===== src/hw/rtl/sdmc_pkg.sv =====
// Shared types, constants and helpers for the drive move controller.
// No dependencies.
`default_nettype none

package sdmc_pkg;

	typedef enum logic [2:0] {
		PH_IDLE   = 3'd0,
		PH_ENC    = 3'd1,
		PH_COARSE = 3'd2,
		PH_FINE   = 3'd3,
		PH_FINAL  = 3'd4
	} phase_t;

	typedef enum logic [1:0] {
		DIR_FWD   = 2'd0,
		DIR_BACK  = 2'd1,
		DIR_LEFT  = 2'd2,
		DIR_RIGHT = 2'd3
	} dir_t;

	localparam logic       OP_TICK  = 1'b0;
	localparam logic       OP_START = 1'b1;

	localparam logic [6:0]  POWER_RESET  = 7'd100;
	localparam logic [16:0] SMALL_TARGET = 17'd45;
	localparam logic [14:0] SMALL_BAND   = 15'd30;
	localparam logic [1:0]  BAND_NUM     = 2'd3;
	// floor(x * 52429 / 2^18) equals floor(x / 5) for every x below 2^18
	localparam logic [15:0] RECIP_FIVE   = 16'd52429;
	localparam int          RECIP_SHIFT  = 18;

	function automatic logic [16:0] abs17(input logic signed [15:0] v);
		logic [16:0] ext;
		ext = {v[15], v};
		return v[15] ? 17'(-ext) : ext;
	endfunction

endpackage

`default_nettype wire


===== src/hw/rtl/sync_drive_move_controller.sv =====
// Drive move controller: input register, move state update, result register.
// Depends on sdmc_pkg.
// Input beats pass the input register, then the result register.
// Throughput: one beat per cycle unless res_stall holds a result; the move
// state updates as the result register loads; the next beat sees it at once.
// Reset (arst_n low, asynchronous): phase idle, target and direction zero,
// done flags and drive levels zero, drive_power 100, both stages empty.
`default_nettype none

module sync_drive_move_controller (
	input  wire                clk,
	input  wire                arst_n,
	input  wire                cfg_wen,
	input  wire [6:0]          cfg_wdata,
	input  wire                item_valid,
	output logic               item_stall,
	input  wire                op,
	input  wire [1:0]          direction,
	input  wire signed [15:0]  target,
	input  wire                use_gyro,
	input  wire signed [15:0]  gyro_a,
	input  wire signed [15:0]  gyro_b,
	input  wire signed [15:0]  left_count,
	input  wire signed [15:0]  right_count,
	output logic               res_valid,
	input  wire                res_stall,
	output logic signed [7:0]  left_drive,
	output logic signed [7:0]  right_drive,
	output logic               busy_res,
	output logic               finished,
	output logic               settle_pause
);
	import sdmc_pkg::*;

	logic [6:0]         drive_power_q;
	logic               valid_s1;
	logic               op_s1;
	logic [1:0]         direction_s1;
	logic signed [15:0] target_s1;
	logic               use_gyro_s1;
	logic signed [15:0] gyro_a_s1;
	logic signed [15:0] gyro_b_s1;
	logic signed [15:0] left_count_s1;
	logic signed [15:0] right_count_s1;

	phase_t             phase_q, phase_d;
	logic signed [15:0] move_target_q;
	dir_t               move_dir_q;
	logic               left_done_q, left_done_d;
	logic               right_done_q, right_done_d;
	logic signed [7:0]  left_level_q, left_level_d;
	logic signed [7:0]  right_level_q, right_level_d;
	logic               finished_d, settle_d;

	logic               out_free;
	logic               advance;

	logic [16:0]        lc_abs, rc_abs, tgt_abs;
	logic               left_run, right_run, left_back, right_back;
	logic signed [7:0]  pw, hp;
	logic signed [16:0] gsum;
	logic signed [16:0] avg;
	logic signed [18:0] avg19, tgt19, lo19, hi19;
	logic [16:0]        tri_tgt;
	logic [32:0]        band_prod;
	logic [14:0]        band;

	assign out_free   = !res_valid || !res_stall;
	assign advance    = valid_s1 && out_free;
	assign item_stall = valid_s1 && !out_free;

	always_ff @(posedge clk or negedge arst_n) begin
		if (!arst_n) begin
			drive_power_q <= POWER_RESET;
		end else if (cfg_wen) begin
			drive_power_q <= cfg_wdata;
		end
	end

	always_ff @(posedge clk or negedge arst_n) begin
		if (!arst_n) begin
			valid_s1 <= 1'b0;
		end else if (!item_stall) begin
			valid_s1 <= item_valid;
		end
	end

	always_ff @(posedge clk) begin
		if (item_valid && !item_stall) begin
			op_s1          <= op;
			direction_s1   <= direction;
			target_s1      <= target;
			use_gyro_s1    <= use_gyro;
			gyro_a_s1      <= gyro_a;
			gyro_b_s1      <= gyro_b;
			left_count_s1  <= left_count;
			right_count_s1 <= right_count;
		end
	end

	assign pw = {1'b0, drive_power_q};
	assign hp = {2'b00, drive_power_q[6:1]};

	assign lc_abs  = abs17(left_count_s1);
	assign rc_abs  = abs17(right_count_s1);
	assign tgt_abs = abs17(move_target_q);

	assign left_run  = $signed({1'b0, lc_abs}) < $signed({{2{move_target_q[15]}}, move_target_q});
	assign right_run = $signed({1'b0, rc_abs}) < $signed({{2{move_target_q[15]}}, move_target_q});
	assign left_back  = (move_dir_q == DIR_BACK) || (move_dir_q == DIR_LEFT);
	assign right_back = (move_dir_q == DIR_BACK) || (move_dir_q == DIR_RIGHT);

	assign gsum  = 17'(gyro_a_s1) + 17'(gyro_b_s1);
	assign avg   = $signed(gsum + {16'd0, gsum[16]}) >>> 1;
	assign avg19 = 19'(avg);
	assign tgt19 = 19'(move_target_q);

	assign tri_tgt   = 17'(tgt_abs * BAND_NUM);
	assign band_prod = {16'd0, tri_tgt} * {17'd0, RECIP_FIVE};
	assign band      = (tgt_abs < SMALL_TARGET) ? SMALL_BAND : band_prod[RECIP_SHIFT +: 15];
	assign lo19      = tgt19 - {4'd0, band};
	assign hi19      = tgt19 + {4'd0, band};

	always_comb begin
		phase_d       = phase_q;
		left_done_d   = left_done_q;
		right_done_d  = right_done_q;
		left_level_d  = left_level_q;
		right_level_d = right_level_q;
		finished_d    = 1'b0;
		settle_d      = 1'b0;
		if (op_s1 == OP_START) begin
			phase_d      = use_gyro_s1 ? PH_COARSE : PH_ENC;
			left_done_d  = 1'b0;
			right_done_d = 1'b0;
		end else begin
			unique case (phase_q)
				PH_IDLE: begin
				end
				PH_ENC: begin
					if (left_run) begin
						left_level_d = left_back ? 8'(-pw) : pw;
					end else begin
						left_done_d  = 1'b1;
						left_level_d = '0;
					end
					if (right_run) begin
						right_level_d = right_back ? 8'(-pw) : pw;
					end else begin
						right_done_d  = 1'b1;
						right_level_d = '0;
					end
					if (left_done_d && right_done_d) begin
						left_level_d  = '0;
						right_level_d = '0;
						phase_d       = PH_IDLE;
						finished_d    = 1'b1;
					end
				end
				PH_COARSE: begin
					if (avg19 < lo19) begin
						left_level_d  = 8'(-pw);
						right_level_d = pw;
					end else if (avg19 > hi19) begin
						left_level_d  = pw;
						right_level_d = 8'(-pw);
					end else begin
						left_level_d  = '0;
						right_level_d = '0;
						settle_d      = 1'b1;
						phase_d       = PH_FINE;
					end
				end
				PH_FINE: begin
					if (avg19 < tgt19) begin
						left_level_d  = 8'(-hp);
						right_level_d = hp;
					end else if (avg19 > tgt19) begin
						left_level_d  = hp;
						right_level_d = 8'(-hp);
					end else begin
						phase_d = PH_FINAL;
					end
				end
				PH_FINAL: begin
					left_done_d   = 1'b1;
					right_done_d  = 1'b1;
					left_level_d  = '0;
					right_level_d = '0;
					phase_d       = PH_IDLE;
					finished_d    = 1'b1;
				end
				default: begin
					phase_d = PH_IDLE;
				end
			endcase
		end
	end

	always_ff @(posedge clk or negedge arst_n) begin
		if (!arst_n) begin
			phase_q       <= PH_IDLE;
			move_target_q <= '0;
			move_dir_q    <= DIR_FWD;
			left_done_q   <= 1'b0;
			right_done_q  <= 1'b0;
			left_level_q  <= '0;
			right_level_q <= '0;
			res_valid     <= 1'b0;
			busy_res      <= 1'b0;
			finished      <= 1'b0;
			settle_pause  <= 1'b0;
		end else begin
			if (out_free) begin
				res_valid <= valid_s1;
			end
			if (advance) begin
				phase_q       <= phase_d;
				left_done_q   <= left_done_d;
				right_done_q  <= right_done_d;
				left_level_q  <= left_level_d;
				right_level_q <= right_level_d;
				busy_res      <= (phase_d != PH_IDLE);
				finished      <= finished_d;
				settle_pause  <= settle_d;
				if (op_s1 == OP_START) begin
					move_target_q <= target_s1;
					move_dir_q    <= dir_t'(direction_s1);
				end
			end
		end
	end

	assign left_drive  = left_level_q;
	assign right_drive = right_level_q;

	a_finish_stops: assert property (@(posedge clk) disable iff (!arst_n)
		res_valid && finished |-> !busy_res && left_drive == 8'sd0 && right_drive == 8'sd0)
		else $error("finish beat with drive or busy set");

	a_settle_shape: assert property (@(posedge clk) disable iff (!arst_n)
		res_valid && settle_pause |-> busy_res && !finished && left_drive == 8'sd0
			&& right_drive == 8'sd0)
		else $error("settle beat malformed");

	a_idle_holds: assert property (@(posedge clk) disable iff (!arst_n)
		phase_q == PH_IDLE && !(advance && op_s1 == OP_START) |=> phase_q == PH_IDLE)
		else $error("left idle without a start beat");

	a_stall_full: assert property (@(posedge clk) disable iff (!arst_n)
		item_stall |-> valid_s1 && res_valid && res_stall)
		else $error("input stalled with room downstream");

	a_busy_tracks: assert property (@(posedge clk) disable iff (!arst_n)
		$past(advance) |-> busy_res == (phase_q != PH_IDLE))
		else $error("busy flag out of step with phase");

endmodule

`default_nettype wire


===== config.mk =====
export PLATFORM = sky130hd
export DESIGN_NAME = sync_drive_move_controller
export DESIGN_NICKNAME = d
export VERILOG_FILES = /design/src/hw/rtl/sdmc_pkg.sv /design/src/hw/rtl/sync_drive_move_controller.sv
export SDC_FILE = /design/constraint.sdc
export NUM_CORES = 1
export LEC_CHECK = 0
export ABC_AREA = 0
export ABC_CLOCK_PERIOD_IN_PS = 14800
export BUFFER_PORTS_ARGS = -buffer_cell sky130_fd_sc_hd__buf_2
export CORE_UTILIZATION = 52
export DETAILED_ROUTE_END_ITERATION = 12
export PLACE_DENSITY = 0.7
export SLEW_MARGIN = 20
export SYNTH_ARGS = -nofsm -noshare
export SYNTH_HDL_FRONTEND = slang
export SYNTH_SLANG_ARGS = --single-unit

===== constraint.sdc =====
create_clock -name clk -period 14.8 [get_ports clk]
set_clock_uncertainty 0.05 [all_clocks]
set_input_delay 0 -clock clk [delete_from_list [all_inputs] [get_ports clk]]
set_output_delay 0 -clock clk [all_outputs]
set_load 0.03 [all_outputs]

==> results.py, run 1 <==
metrics = {
    "run_status": {
        "status": "finished, final reports clean",
    },
    "critical_path": {
        "crit_path_end_kind": "flop",
        "cp_max_fo": 9,
        "start_kind": "flop",
        "cp_slowest_cell": "a2111oi_0",
        "crit_top_cell": "ha_1",
        "critPathArrivalTime_ns": 14.15,
        "cpPeakStageDelay_ns": 0.63,
        "criticalPathCategory": "reg2reg",
        "r2r_setup_slack_ns": 0.90,
        "cp.required_ns": 15.04,
    },
    "placed_design": {
        "gp_congestion": 0.920,
        "dp_slack_ns": 0.819,
        "io_buffers": 116,
        "hpwl_mm": 32.6,
        "place_inst": 2212,
    },
    "sta": {
        "clock.fmax_mhz": 71.9,
        "relSlewSlack_pct": 28.0,
        "maxSlewViolCount": 0,
        "period_minus_slack_ns": 13.90,
        "fin_tns_setup_ns": 0,
        "hold_viol": 0,
        "layout_setup_ws_ns": 0.897,
        "setup-violations-final": 0,
        "timing_worst_slew_pin_value_ns": 1.05,
        "rsz0062_at_grt": "false",
        "period_share_pct": 93.9,
    },
    "finish": {
        "final_core_util_pct": 61.9,
        "drive_gt1_share_pct": 11.1,
        "nNetsFinal": 2419,
        "num_antenna_cells": 0,
        "areaGrowthSynthToFinish_pct": 16.2,
        "fillers": 2597,
        "instances_no_fill": 2349,
    },
    "grt": {
        "grt-busiest-layer": "met2",
        "grt_pass1_wl_mm": 69.1,
        "grtUsageTotal_pct": 26.8,
        "first_global_vias": 13700,
        "grt_max_degree": 81,
        "met1_usage_pct": 34.1,
        "grt_overflow": 0,
        "grtUsageMet3_pct": 3.87,
        "antenna_found_initial": 0,
        "use_met2_pct": 45.8,
    },
    "floorplan": {
        "die_area_um2": 32200,
        "core_um2": 30700,
        "ioPinCount": 117,
        "start_util_pct": 53.2,
        "die_h_um": 179,
        "fp-row-count": 64,
        "die_w_um": 179,
    },
    "hold_path": {
        "hold_path_class": "in2async",
    },
    "run": {
        "max_cap_violations": 0,
    },
    "clock_tree": {
        "post-cts-setup-buffers": 0,
        "cts_tree": "built",
        "cts.htree.levels": 4,
        "cts-root-buf": "clkbuf_16",
        "clock_sinks": 135,
        "worstSkewPairLatency_ns": 0.43,
        "numCtsBuffers": 17,
        "clockBufferDepth": 2,
        "clk_pin_slew_ns": 0.06,
    },
    "drt": {
        "first_iter_violations": 862,
        "route.antenna.remaining_nets": 0,
        "route.detailed.wl_per_inst_um": 18.0,
        "vias": 13400,
        "drc": 0,
        "postRouteWirelength_mm": 42.2,
        "firstDrtPassIters": 6,
        "via_per_inst": 5.69,
    },
    "synth": {
        "yosysTopAreaCell": "ha_1",
        "synthTopCellsByArea": "ha_1 22%, edfxtp_1 15%, fa_1 11%",
        "syn-cell-area_um2": 16400,
        "synth_warnings": 0,
        "synth-edff-count": 84,
        "ys_ff_latch": 135,
        "ys_seq_area_share_pct": 23.2,
        "synth_nets": 2206,
        "yosys-top-cells-count": "294 x ha_1, 236 x inv_1, 108 x nand2_1, 103 x nor2_1, 100 x a21oi_1",
        "ys.flop_type": "edfxtp_1",
        "postSynthAreaPerCell_um2": 9.48,
        "ys_types": 89,
        "synth_top_area_share_pct": 22.5,
        "synth.most_common_cell": "ha_1",
        "syn_inst": 1727,
        "async_flop_share_pct": 37.8,
    },
}
==> per-stage QoR <==
| step | hold WS (ns) | instance area, µm² |
|---|---|---|
| floorplan | -0.346 | 16400 |
| global placement | 0.107 | 17400 |
| detailed placement | 0.113 | 17400 |
| CTS | 0.212 | 19000 |
| global route | 0.236 | 19000 |
| finish | 0.187 | 19000 |
==> worst max-delay path: cells and delay by family, from the launching register on <==
| kind | cells | cell delay, ns |
|---|---|---|
| buffers and inverters | 6 | 0.66 |
| DFF | 1 | 0.45 |
| adders and majority gates | 11 | 4.20 |
| muxes | 1 | 0.33 |
| AOI/OAI and AO/OA | 20 | 4.65 |
| xor gates and xnor gates | 2 | 0.52 |
| and+or+nand+nor | 10 | 2.90 |
==> area by class of cell <==
class	instances	area (µm²)	share of cell area, %
flip-flops and latches	135	3800	20.0
inverters	238	895	4.70
well taps	396	495	2.60
repair buffers	227	1680	8.81
clock buffers	21	462	2.43
clock inverters	11	145	0.763
multi-input cells	1321	11500	60.7
==> routing by layer <==
| metal | wire length, µm | part of all wire [%] |
|---|---|---|
| met5 | 0 | 0 |
| met2 | 20100 | 48 |
| met3 | 2310 | 5.5 |
| met4 | 1410 | 3.3 |
| met1 | 18400 | 44 |
==> cells in the final DEF, fill, tap and decap left out, types with 7 or more instances in the layout <==
cell           instances
a211oi_1              10
a21o_1                33
a21oi_1              100
a221oi_1               7
a31oi_1               15
and2_1                17
and3_1                10
buf_2                116
clkbuf_16             18
dfrtp_1               47
dlygate4sd3_1        105
edfxtp_1              84
fa_1                  89
ha_1                 294
inv_1                236
mux2_2                23
nand2_1              108
nand2b_1              19
nand3_1               25
nand4_1               18
nor2_1               102
nor2b_1               20
nor3_1                27
o211ai_1              14
o21a_1                14
o21ai_0               63
o21bai_1               9
o31ai_1               16
or2_2                  8
or3_1                 22
xnor2_1               99
xor2_1                52
==> cell families (layout without fill, tap and decap cells) <==
family / after synthesis / count (layout) / synth area share, %
and+or+nand+nor: 408 / 408 / 12.3
adders and majority gates: 383 / 383 / 33.4
AOI/OAI and AO/OA: 345 / 345 / 14.3
buffers and inverters: 271 / 497 / 6.28
xor gates and xnor gates: 155 / 155 / 8.55
DFF: 135 / 135 / 23.2
muxes: 29 / 29 / 1.98
other: 1 / 1 / 0.0229
==> registers in the layout, summed over array words and instances (netlist names), 3 cells and up <==
signal	count
phase_q	3
target_s1	16
left_drive	8
gyro_b_s1	16
right_count_s1	16
left_count_s1	16
right_drive	8
gyro_a_s1	16
move_target_q	16
drive_power_q	7
==> path summary, 6_finish.rpt <==
kind | cells past startpoint | from | end
hold reg to reg | 1 | target_s1[8] | move_target_q[8]
hold / removal | 3 | arst_n | left_drive[6]
setup / recovery | 50 | move_target_q[1] | right_drive[2]
min in group clk | 2 | left_count[10] | left_count_s1[10]
max in group asynchronous | 3 | arst_n | move_target_q[0]
setup reg to reg | 50 | move_target_q[1] | right_drive[2]
==> repair_timing <==
action | CTS | global route
setup endpoints to repair | 0 | 9
endpoints found under the hold margin | 145 | 0
hold buffers | 105 | 0
resized for setup | 0 | 2
Power of run 1 is not shown: default switching activity piles up to over one toggle a cycle in this logic, so the estimate is an artifact.
==> inputs of run 2 (changes only) <==
Settings changed: CORE_UTILIZATION 52 to 34, PLACE_DENSITY 0.7 to default.
==> results.py, run 2 (synthesized netlist as in run 1, its figures left out) <==
metrics = {
    "clock_tree": {
        "numCtsBuffers": 17,
        "clock_sinks": 135,
        "cts_tree": "built",
        "post-cts-setup-buffers": 0,
        "worstSkewPairLatency_ns": 0.43,
        "clk_pin_slew_ns": 0.06,
        "clockBufferDepth": 2,
        "cts-root-buf": "clkbuf_16",
        "cts.htree.levels": 4,
    },
    "sta": {
        "timing_worst_slew_pin_value_ns": 0.971,
        "period_minus_slack_ns": 13.62,
        "hold_viol": 0,
        "rsz0062_at_grt": "false",
        "period_share_pct": 92.0,
        "setup-violations-final": 0,
        "relSlewSlack_pct": 35.1,
        "worst_hold_slack_ns": 0.194,
        "clock.fmax_mhz": 73.4,
        "maxSlewViolCount": 0,
        "fin_tns_setup_ns": 0,
    },
    "placed_design": {
        "hpwl_mm": 34.3,
        "place_inst": 2433,
        "gp_congestion": 0.906,
        "io_buffers": 116,
    },
    "run_status": {
        "status": "finished, final reports clean",
    },
    "finish": {
        "nNetsFinal": 2421,
        "drive_gt1_share_pct": 11.2,
        "final_cell_mix": "294 x ha_1, 236 x inv_1, 116 x buf_2",
        "num_antenna_cells": 0,
        "fillers": 4680,
        "mostFrequentLayoutCell": "ha_1",
        "instances_no_fill": 2570,
        "areaGrowthSynthToFinish_pct": 17.9,
    },
    "drt": {
        "first_iter_violations": 732,
        "drc": 0,
        "postRouteWirelength_mm": 43.2,
        "via_per_inst": 5.09,
        "route.antenna.remaining_nets": 0,
        "vias": 13100,
        "firstDrtPassIters": 5,
        "route.detailed.wl_per_inst_um": 16.8,
    },
    "grt": {
        "first_global_vias": 13400,
        "grt_overflow": 0,
        "grtUsageTotal_pct": 17.9,
        "grt_pass1_wl_mm": 70.2,
        "grt_max_degree": 76,
        "antenna_found_initial": 0,
    },
    "critical_path": {
        "cp.required_ns": 15.02,
        "crit_top_cell": "ha_1",
        "r2r_setup_slack_ns": 1.18,
        "cp_max_fo": 9,
        "critPathArrivalTime_ns": 13.84,
        "crit_path_end_kind": "flop",
        "cp_slowest_cell": "a2111oi_1",
        "criticalPathCategory": "reg2reg",
        "cpPeakStageDelay_ns": 0.65,
        "start_kind": "flop",
    },
    "hold_path": {
        "hold_path_class": "in2async",
    },
    "floorplan": {
        "ioPinCount": 117,
        "core_um2": 47600,
        "die_area_um2": 49000,
        "die_w_um": 221,
        "fp-row-count": 80,
        "start_util_pct": 34.4,
        "die_h_um": 221,
    },
    "run": {
        "max_cap_violations": 0,
    },
}
## run 2: final cells by class
class	instances	area, µm²	share of cell area, %
clock inverters	10	92.6	0.480
well taps	615	769	3.99
clock buffers	22	497	2.57
inverters	238	895	4.64
repair buffers	229	1690	8.77
multi-input cells	1321	11500	59.8
flip-flops and latches	135	3800	19.7
## run 2: per-layer routing
layer / global-route usage (%) / vias up / wire length [µm]
met5: 0 / - / 0
met3: 1.42 / 48 / 1400
li1: - / 6447 / -
met2: 31.7 / 283 / 21300
met4: 5.09 / 0 / 856
met1: 23.2 / 6305 / 19700
## run 2: repair_timing
item,CTS,global route
hold buffers,105,0
endpoints found under the hold margin,150,0
gates resized for setup,0,3
setup endpoints to repair,0,19
## run 2: through the flow
| step | cell area, µm² | util (%) | setup WS, ns |
|---|---|---|---|
| final | 19300 | 40.5 | 1.18 |
| after global routing | 19300 | 40.5 | 0.155 |
| after CTS | 19300 | 40.5 | 0.614 |
| after detailed placement | 17600 | 37.0 | 0.651 |
| after global placement | 17600 | 37.0 | 0.823 |
| after floorplan | 16400 | - | 2.53 |
## run 2: worst paths after layout
kind	startpoint	end	cells after the start
setup / recovery	move_target_q[1]	right_drive[5]	50
hold reg to reg	target_s1[2]	move_target_q[2]	1
setup reg to reg	move_target_q[1]	right_drive[5]	50
max in group asynchronous	arst_n	move_target_q[0]	3
min in group clk	left_count[12]	left_count_s1[12]	2
hold / removal	arst_n	busy_res	3
## run 2: worst max-delay path: cells and delay by family, from the launching register on
kind            cells  cell delay, ns
buf+inv             7            0.87
mux                 1            0.33
xor+xnor            2            0.58
fa+ha+maj          11            4.17
simple gates       11            2.78
flops               1            0.47
compound gates     18            4.21
Power of run 2 is left out for the same reason.
==> inputs of run 3 (changes only) <==
Settings changed: MAX_ROUTING_LAYER from default to met4.
==> results.py, run 3 (synthesized netlist as in run 1, its figures left out) <==
metrics = {
    "run_status": {
        "status": "finished, final reports clean",
    },
    "drt": {
        "drc": 0,
        "postRouteWirelength_mm": 43.1,
        "met2_length_mm": 20.7,
        "firstDrtPassIters": 5,
        "first_iter_violations": 620,
        "met3_wirelength_mm": 1.43,
        "route.detailed.wl_per_inst_um": 16.7,
        "via_per_inst": 5.12,
        "top_layer_used": "met4",
        "route.antenna.remaining_nets": 0,
        "vias": 13200,
        "wl_met1_mm": 19.7,
    },
    "grt": {
        "grt_overflow": 0,
        "first_global_vias": 13400,
        "grtUsageTotal_pct": 18.4,
        "antenna_found_initial": 0,
        "grt_max_degree": 65,
        "grt_pass1_wl_mm": 70.1,
    },
    "critical_path": {
        "ff2ff_path_depth": 50,
        "crit_top_cell": "ha_1",
        "critPathArrivalTime_ns": 14.06,
        "r2r_setup_slack_ns": 0.97,
        "start_kind": "flop",
        "r2r_start": "move_target_q[1]",
        "cp_max_fo": 13,
        "cp.required_ns": 15.03,
        "critical_path.top_delay_family": "compound AO/OA/AOI/OAI gates",
        "criticalPathCategory": "reg2reg",
        "crit_path_end_kind": "flop",
        "path_buf_inv": 5,
        "cpPeakStageDelay_ns": 0.55,
        "r2r_end": "right_drive[5]",
        "cp_slowest_cell": "fa_1",
    },
    "sta": {
        "layout_setup_ws_ns": 0.966,
        "setup-violations-final": 0,
        "relSlewSlack_pct": 32.5,
        "hold_viol": 0,
        "period_share_pct": 93.5,
        "fin_tns_setup_ns": 0,
        "timing_worst_slew_pin_value_ns": 0.984,
        "worst_hold_slack_ns": 0.174,
        "maxSlewViolCount": 0,
        "rsz0062_at_grt": "false",
        "clock.fmax_mhz": 72.3,
        "period_minus_slack_ns": 13.83,
    },
    "floorplan": {
        "die_area_um2": 49000,
        "fp-row-count": 80,
        "core_um2": 47600,
        "die_w_um": 221,
        "die_h_um": 221,
        "start_util_pct": 34.4,
        "ioPinCount": 117,
    },
    "clock_tree": {
        "post-cts-setup-buffers": 0,
        "cts.htree.levels": 4,
        "cts-root-buf": "clkbuf_16",
        "clock_sinks": 135,
        "clockBufferDepth": 2,
        "numCtsBuffers": 17,
        "worstSkewPairLatency_ns": 0.45,
        "clk_pin_slew_ns": 0.06,
        "cts_tree": "built",
    },
    "finish": {
        "areaGrowthSynthToFinish_pct": 18.0,
        "final_cell_mix": "294 x ha_1, 236 x inv_1, 116 x buf_2",
        "drive_gt1_share_pct": 11.2,
        "regArea_um2": 3800,
        "nNetsFinal": 2422,
        "num_antenna_cells": 0,
        "multi_input_area_um2": 11500,
        "fillers": 4675,
        "mostFrequentLayoutCell": "ha_1",
        "final_core_util_pct": 40.5,
    },
    "placed_design": {
        "io_buffers": 116,
        "dp_slack_ns": 0.627,
        "hpwl_mm": 34.5,
        "gp_congestion": 0.911,
    },
    "hold_path": {
        "hold_path_class": "in2async",
    },
    "run": {
        "max_cap_violations": 0,
    },
}
run 3: layout make-up:
| type | instances | area share (%) |
|---|---|---|
| Inverter | 238 | 4.63 |
| Clock inverter | 11 | 0.583 |
| Multi-Input combinational cell | 1321 | 59.8 |
| Timing Repair Buffer | 230 | 8.80 |
| Clock buffer | 21 | 2.50 |
| Sequential cell | 135 | 19.7 |
| Tap cell | 615 | 3.98 |
run 3: stage by stage:
step / std cells / cell area [µm²]
6_report: 2571 / 19300
5_1_grt: 2571 / 19300
4_1_cts: 2571 / 19300
3_5_place_dp: 2434 / 17700
3_3_place_gp: 2434 / 17700
2_1_floorplan: 1727 / 16400
run 3: worst max-delay path by stage:
stage	cells after the start	startpoint	to
after floorplan	49	move_target_q[15]	right_drive[5]
after global placement	50	move_target_q[0]	right_drive[5]
after detailed placement	50	move_target_q[0]	right_drive[5]
after CTS	50	move_target_q[0]	right_drive[5]
after global routing	50	move_target_q[1]	right_drive[5]
final	50	move_target_q[1]	right_drive[5]
run 3: worst register-to-register path: cells and delay by family (launching register included):
kind	cells	cell delay (ns)
adders and majority gates	11	4.20
xor gates and xnor gates	3	0.72
buffers and inverters	5	0.45
AOI/OAI and AO/OA	19	4.31
DFF	1	0.44
and+or+nand+nor	10	2.65
muxes	2	0.88
run 3: per-layer routing:
metal,track usage [%],up-vias
met4,6.97,0
met5,-,-
met3,1.85,66
met1,23.0,6336
li1,-,6443
met2,30.8,313
run 3: what timing repair did:
item	CTS	global route
hold endpoints to repair	141	0
setup endpoints to repair	0	18
hold buffers	105	0
gates resized for setup	0	3
Power of run 3 is left out for the same reason.
